$ cat config.mk
export PLATFORM = sky130hd
export DESIGN_NAME = kti_ctrl
export DESIGN_NICKNAME = d
export VERILOG_FILES = /design/src/rtl/core/kti_pkg.sv /design/src/rtl/core/kti_ctrl.sv
export VERILOG_INCLUDE_DIRS = /design/src /design/src/rtl/core
export SDC_FILE = /design/constraint.sdc
export NUM_CORES = 1
export LEC_CHECK = 0
export BUFFER_PORTS_ARGS = -buffer_cell sky130_fd_sc_hd__buf_2
export CAP_MARGIN = 10
export CORE_UTILIZATION = 55
export DETAILED_ROUTE_END_ITERATION = 8
export PLACE_DENSITY = 0.81
export SYNTH_ARGS = -nofsm -noshare
export SYNTH_HDL_FRONTEND = slang
export SYNTH_SLANG_ARGS = --single-unit
$ cat constraint.sdc
create_clock -name clk -period 2.2 [get_ports clk]
set_input_delay 0 -clock clk [delete_from_list [all_inputs] [get_ports clk]]
set_output_delay 0 -clock clk [all_outputs]
set_load 0.02 [all_outputs]
$ cat src/rtl/core/keyed_table_linear_interpolation_defines.svh
// Assertion macros shared by the keyed table blocks.
// Each macro expects clk and arst_n in scope.
`ifndef KEYED_TABLE_LINEAR_INTERPOLATION_DEFINES_SVH
`define KEYED_TABLE_LINEAR_INTERPOLATION_DEFINES_SVH

// Same-cycle implication.
`define KTI_ASSERT_IMP(label, ante, cons, msg) \
	label: assert property (@(posedge clk) disable iff (!arst_n) (ante) |-> (cons)) \
		else $error(msg);

// Next-cycle implication.
`define KTI_ASSERT_NXT(label, ante, cons, msg) \
	label: assert property (@(posedge clk) disable iff (!arst_n) (ante) |=> (cons)) \
		else $error(msg);

`endif

$ cat src/rtl/core/kti_pkg.sv
`timescale 1ns / 1ps
package kti_pkg;
	localparam int GRID_POINTS_DEF = 32;
	localparam int CHANNELS_DEF    = 64;

	localparam int OPC_W      = 2;
	localparam int SLOT_W     = 6;
	localparam int GIDX_W     = 5;
	localparam int KEY_W      = 28;
	localparam int EN_W       = 32;
	localparam int XS_W       = 24;
	localparam int ST_W       = 2;
	localparam int NP_W       = 6;
	localparam int NC_W       = 7;
	localparam int CFG_IDX_W  = 1;
	localparam int CFG_DATA_W = 7;
	localparam int PROD_W     = XS_W + EN_W;
	localparam int DCNT_W     = $clog2(PROD_W);

	typedef enum logic [OPC_W-1:0] {
		OPC_GRID  = 2'd0,
		OPC_KEY   = 2'd1,
		OPC_VAL   = 2'd2,
		OPC_QUERY = 2'd3
	} opcode_t;

	localparam logic [ST_W-1:0] ST_OK      = 2'd0;
	localparam logic [ST_W-1:0] ST_TOP     = 2'd1;
	localparam logic [ST_W-1:0] ST_MISSING = 2'd2;
	localparam logic [ST_W-1:0] ST_BELOW   = 2'd3;

	localparam logic [CFG_IDX_W-1:0] CFG_GRID_POINTS = 1'b0;
	localparam logic [CFG_IDX_W-1:0] CFG_CHANNELS    = 1'b1;

	typedef enum logic [3:0] {
		OP_NONE, OP_CAPTURE, OP_DISPATCH, OP_KCMP, OP_TCMP, OP_TVAL, OP_BCMP,
		OP_GCMP, OP_Y1, OP_Y0, OP_MUL, OP_DIV, OP_FIN, OP_OUT
	} dp_op_t;

	typedef struct packed {
		dp_op_t op;
	} dp_cmd_t;

	typedef struct packed {
		logic is_query;
		logic nc_zero;
		logic key_hit;
		logic key_last;
		logic ge_top;
		logic below;
		logic g_found;
		logic div_last;
	} dp_sts_t;
endpackage

$ cat src/rtl/core/kti_ctrl.sv
`timescale 1ns / 1ps
`include "keyed_table_linear_interpolation_defines.svh"
module kti_ctrl (
	input  logic             clk,
	input  logic             arst_n,
	input  logic             in_valid,
	output logic             in_ready,
	output logic             out_valid,
	input  logic             out_ready,
	output kti_pkg::dp_cmd_t cmd,
	input  kti_pkg::dp_sts_t sts
);
	import kti_pkg::*;

	typedef enum logic [17:0] {
		S_IDLE = 18'h00001, S_DISP = 18'h00002, S_KRD  = 18'h00004,
		S_KCMP = 18'h00008, S_TRD  = 18'h00010, S_TCMP = 18'h00020,
		S_TVAL = 18'h00040, S_BRD  = 18'h00080, S_BCMP = 18'h00100,
		S_GRD  = 18'h00200, S_GCMP = 18'h00400, S_Y1   = 18'h00800,
		S_Y0W  = 18'h01000, S_Y0   = 18'h02000, S_MUL  = 18'h04000,
		S_DIV  = 18'h08000, S_FIN  = 18'h10000, S_DONE = 18'h20000
	} state_t;

	state_t state_q, state_d;
	logic   out_valid_q;

	assign in_ready  = state_q == S_IDLE;
	assign out_valid = out_valid_q;

	// sequence one request
	always_comb begin
		state_d = state_q;
		cmd.op  = OP_NONE;
		unique case (state_q)
			S_IDLE: begin
				if (in_valid) begin
					cmd.op  = OP_CAPTURE;
					state_d = S_DISP;
				end
			end
			S_DISP: begin
				cmd.op  = OP_DISPATCH;
				state_d = (!sts.is_query || sts.nc_zero) ? S_DONE : S_KRD;
			end
			S_KRD: state_d = S_KCMP;
			S_KCMP: begin
				cmd.op = OP_KCMP;
				priority if (sts.key_hit)
					state_d = S_TRD;
				else if (sts.key_last)
					state_d = S_DONE;
				else
					state_d = S_KRD;
			end
			S_TRD: state_d = S_TCMP;
			S_TCMP: begin
				cmd.op  = OP_TCMP;
				state_d = sts.ge_top ? S_TVAL : S_BRD;
			end
			S_TVAL: begin
				cmd.op  = OP_TVAL;
				state_d = S_DONE;
			end
			S_BRD: state_d = S_BCMP;
			S_BCMP: begin
				cmd.op  = OP_BCMP;
				state_d = sts.below ? S_DONE : S_GRD;
			end
			S_GRD: state_d = S_GCMP;
			S_GCMP: begin
				cmd.op  = OP_GCMP;
				state_d = sts.g_found ? S_Y1 : S_GRD;
			end
			S_Y1: begin
				cmd.op  = OP_Y1;
				state_d = S_Y0W;
			end
			S_Y0W: state_d = S_Y0;
			S_Y0: begin
				cmd.op  = OP_Y0;
				state_d = S_MUL;
			end
			S_MUL: begin
				cmd.op  = OP_MUL;
				state_d = S_DIV;
			end
			S_DIV: begin
				cmd.op  = OP_DIV;
				state_d = sts.div_last ? S_FIN : S_DIV;
			end
			S_FIN: begin
				cmd.op  = OP_FIN;
				state_d = S_DONE;
			end
			S_DONE: begin
				if (!out_valid_q || out_ready) begin
					cmd.op  = OP_OUT;
					state_d = S_IDLE;
				end
			end
			default: state_d = S_IDLE;
		endcase
	end

	// advance state and the output valid
	always_ff @(posedge clk or negedge arst_n) begin
		if (!arst_n) begin
			state_q     <= S_IDLE;
			out_valid_q <= 1'b0;
		end else begin
			state_q <= state_d;
			if (cmd.op == OP_OUT)
				out_valid_q <= 1'b1;
			else if (out_ready)
				out_valid_q <= 1'b0;
		end
	end

	`KTI_ASSERT_NXT(a_accept_disp, in_valid && in_ready, state_q == S_DISP, "accept not dispatched")
	`KTI_ASSERT_NXT(a_done_hold, (state_q == S_DONE) && out_valid_q && !out_ready, state_q == S_DONE, "result overwrote a pending one")
	`KTI_ASSERT_NXT(a_div_fin, (state_q == S_DIV) && sts.div_last, state_q == S_FIN, "divide did not finish")
endmodule

Word-level counts from Yosys, hierarchy flattened
Index checks and enable logic that the tools add are counted.
- multiplexer cells: 15
- equal/unequal tests: 21
- reduce and logical (&&, ||, !) cells: 7
- operator list (cell ; number):
    $pmux 18 s17 ; 1
    $mux 18 ; 6
    $pmux 4 s13 ; 1
    $eq 18x1->1 const B ; 1
    $eq 18x10->1 const B ; 1
    $eq 18x11->1 const B ; 1
    $eq 18x12->1 const B ; 1
    $eq 18x13->1 const B ; 1
    $eq 18x14->1 const B ; 1
    $eq 18x15->1 const B ; 1
    $eq 18x16->1 const B ; 1
    $eq 18x17->1 const B ; 1
    $eq 18x18->1 const B ; 1
    $eq 18x2->1 const B ; 1
    $eq 18x3->1 const B ; 1
    $eq 18x4->1 const B ; 1
    $eq 18x5->1 const B ; 1
    $eq 18x6->1 const B ; 1
    $eq 18x7->1 const B ; 1
    $eq 18x8->1 const B ; 1
    $eq 18x9->1 const B ; 1
    $mux 17 ; 1
    $mux 12 ; 1
    $mux 8 ; 1
    other kinds (9) ; 14
- input port bits: 12
- flip-flop bits (word level): 19
- logic and storage cells: 45

Logic depth before layout (Yosys ltp)
- depth after elaboration: 6
- mapped depth: 6
- mapped depth without buffers: 5

Worst setup path before layout
No wires, ideal clock.
- path type: register to register
- start: reg state_q[4]
- end: reg state_q[0]
- data arrival time: 1.939 ns
- path slack: 0.181 ns
- stages on the path, launching flop included: 7
- library setup time: 0.079 ns
- path buffers: 1
- data required time: 2.121 ns
- cells stage by stage: dfrtp_1 buf_6 nor4_4 nand4_1 nor3b_2 nor4_1 a32o_2
- longest elaborated chain between the ends: 3
- elaborated cells on any way between the ends: 23
- those cells by class: eq/ne: 20; mux: 1; reduce/logical: 2
- ends and longest elaborated chain (what ; RTL line ; text):
    start, declared ; kti_ctrl.sv:24 ; state_t state_q, state_d;
    start signal, assigned ; kti_ctrl.sv:111 ; state_q <= state_d;
    $eq 18x1->1 * ; - ;
    net in_ready ; kti_ctrl.sv:7 ; output logic in_ready,
    parallel branches: the longest is 2 deep, another holds $pmux 18 s17 ; - ;
Mark *: on every way through the listed nets, which the timed path passes.
A chain may end at the register's enable or synchronous reset.

==> impl_metrics.yaml <==
clocking:
  clk_pin_slew_ns: 0.11
  clock_tree.root_cell: "clkbuf_4"
  tritoncts: "yes"
  cts_sinks: 19
  cts_made_buffers: 3
  insertion_delay_ns: 0.30
  htree_levels: 1
  clockBufferDepth: 2
timing:
  setup_viol: 2
  final.setup.worst_slack_ns: -0.04306
  post-route-min-period_ns: 2.243
  timing.fmax_mhz: 445.8
  maxSlewViolCount: 0
  worst_pin_slew_ns: 0.5838
  clock-skew-final_ns: 0.004849
  holdWs_ns: 0.02488
  finalCritPeriodShare_pct: 102.0
  finalHoldViolations: 0
  maxSlewHeadroom_pct: 60.72
  setup_tns_ns: -0.07471
worst_hold_path:
  worstHoldStart: "sts[3]"
  min_to: "state_q[6]"
  hold_depth: 2
  hp-class: "input pin to flop"
floorplan:
  io_pins: 18
  die_w_um: 48.44
  die_h_um: 48.44
  dieArea_mm2: 0.002346
  fp.coreArea_mm2: 0.002002
  rows: 16
  initial_core_util_pct: 59.25
placement:
  dp_slack_ns: 0.1317
  numPortBuffers: 17
  dp_hpwl_mm: 2.112
  gpl.final_weighted_congestion: 0.9278
critical_path:
  slowest_delay_ns: 0.60
  reg2reg_slack_ns: 0.20
  crit_buf_inv: 1
  arrival_ns: 2.24
  reg2reg_to: "state_q[0]"
  path_cells: "nor4_1 > nand2_1 > nor2_1 > o21ai_0 > nand2_1 > buf_2"
  startpoint_type: "flop"
  critPathKind: "flop to output port"
  crit_family: "simple AND/OR/NAND/NOR gates"
  crit_top_cell: "nand2_1"
  crit_required_ns: 2.20
  worst_r2r_path_depth: 5
  startpoint: "state_q[3]"
  crit_slowest_cell: "nor4_1"
  end_kind: "output port"
  rr_startpoint: "state_q[3]"
  cp_max_fo: 10
synthesis:
  netlist_area_mm2: 0.001186
  synth_edf_count: 0
  synth_warnings: 0
  synthArstFlopShare_pct: 100.0
  yosysSeqAreaShare_pct: 40.19
  ys_seq_elements: 19
  synth_cell_types: 41
  synth_cells: 125
  syn_avg_cell_area_um2: 9.489
  synthFlopType: "dfrtp_1"
  syn-num-nets: 137
final_layout:
  drive_above_1_share_pct: 33.33
  fillers: 140
  multi_input_area_um2: 671.9
  n_antenna_cell: 0
  fin_util_pct: 75.19
  fin_nets: 175
  area_delta_synth_final_pct: 26.90
  seq_area_um2: 483.0
run:
  cap_viol_max_count: 0
grt:
  antenna_found_initial: 0
  grt_usage_pct: 31.15
  gr-total-overflow: 0
  grt_max_degree: 20
  grt_pass1_wl_mm: 5.540
  grt_pass1_vias: 1177
detailed_routing:
  routedWlPerCell_um: 18.07
  drt_wl_total_mm: 3.416
  vias: 1213
  viasPerCell: 6.418
  ant_nets: 0
  dr.pass1.iters: 4
  drt_iter0_markers: 80
  drc: 0
power_and_ir_drop:
  leakagePower_nw: 0.6758
  vdd_drop_max_uv: 598.2
  power_density_mw_per_mm2: 715.4
run_status:
  status: "finished with violations"
  violations: "negative setup slack"
[synth_stat cells, drive strengths merged (3+ instances only)]
| master | n | area, µm² |
|---|---|---|
| nand2 | 6 | 22.52 |
| nand4 | 8 | 50.05 |
| inv | 6 | 22.52 |
| clkbuf | 3 | 11.26 |
| nand2b | 6 | 37.54 |
| and2 | 5 | 32.53 |
| nor2b | 3 | 18.77 |
| nor3b | 5 | 52.55 |
| nor2 | 16 | 60.06 |
| o21ai | 5 | 25.02 |
| dfrtp | 18 | 450.4 |
| nor4 | 12 | 126.4 |
| nor3 | 4 | 20.02 |
[routing by layer]
metal / vias to the layer above / track usage [%] / routed length [µm]
li1: 538 / - / -
met1: 574 / 35.92 / 1306
met2: 72 / 55.87 / 1684
met3: 29 / 4.403 / 201
met4: 0 / 16.18 / 223
met5: - / 0 / 0
[worst max-delay path by stage]
| stage | to | slack (ns) | cells past startpoint |
|---|---|---|---|
| final | cmd[3] | -0.04 | 6 |
| after global routing | cmd[1] | -0.06 | 6 |
| after CTS | cmd[0] | 0.06 | 7 |
| after detailed placement | state_q[0] | 0.13 | 5 |
| after global placement | state_q[0] | 0.28 | 5 |
| after floorplan | state_q[0] | 0.18 | 6 |
[report_power, final]
part	total, mW	internal [mW]	switching, mW	leakage [nW]
clock	0.180	0.0708	0.109	0.0150
sequential	0.422	0.381	0.0408	0.252
combinational	0.475	0.198	0.277	0.408
total	1.08	0.650	0.426	0.676
[registers in the layout, indices dropped and copies added, names as in the netlist]
name	flops
state_q	18
out_valid	1
[placed cells by master (no fill, tap or decap), types with 2 or more instances in the layout]
master | netlist | routed
clkbuf_4 | 0 | 3
buf_2 | 0 | 16
o21ai_0 | 5 | 5
nand2_1 | 6 | 6
dfrtp_2 | 0 | 5
dlygate4sd3_1 | 0 | 9
and2_1 | 4 | 4
nor2_2 | 0 | 2
nor3b_2 | 3 | 4
nor4_1 | 8 | 8
inv_1 | 6 | 6
nand3_1 | 2 | 2
nor3_1 | 4 | 4
buf_4 | 0 | 13
a21oi_1 | 2 | 2
nor2b_1 | 3 | 3
dfrtp_1 | 18 | 13
nand4b_1 | 2 | 2
nor4_4 | 3 | 3
nor2_1 | 16 | 14
nand4_1 | 8 | 8
nand2b_1 | 6 | 6
[cell type report]
type	instances	area share [%]
Multi-Input combinational cell	95	44.64
Inverter	6	1.496
Clock buffer	4	1.746
Timing Repair Buffer	38	17.79
Tap cell	27	2.244
Sequential cell	19	32.09
[metrics by stage]
stage / std cells / instance area (µm²) / power (mW)
2_1_floorplan: 125 / 1186 / 0.6952
3_3_place_gp: 165 / 1279 / 0.7974
3_5_place_dp: 165 / 1279 / 0.8147
4_1_cts: 184 / 1454 / 1.029
5_1_grt: 189 / 1505 / 1.121
6_report: 189 / 1505 / 1.077
[cell families after synthesis]
kind of cell	after synthesis	synth area share, %
AOI/OAI and AO/OA	17	9.706
xor gates and xnor gates	2	1.477
buffers and inverters	11	4.746
DFF	19	40.19
and+or+nand+nor	76	43.88
[repair_timing]
item | 4_1_cts | 5_1_grt
endpoints found under the hold margin | 27 | 0
hold buffers | 9 | 0
buffers inserted | 6 | 5
setup endpoints to repair | 2 | 5
pin swaps | 4 | 10
resized for setup | 2 | 8
No activity file was read; power rests on OpenSTA's default activity.
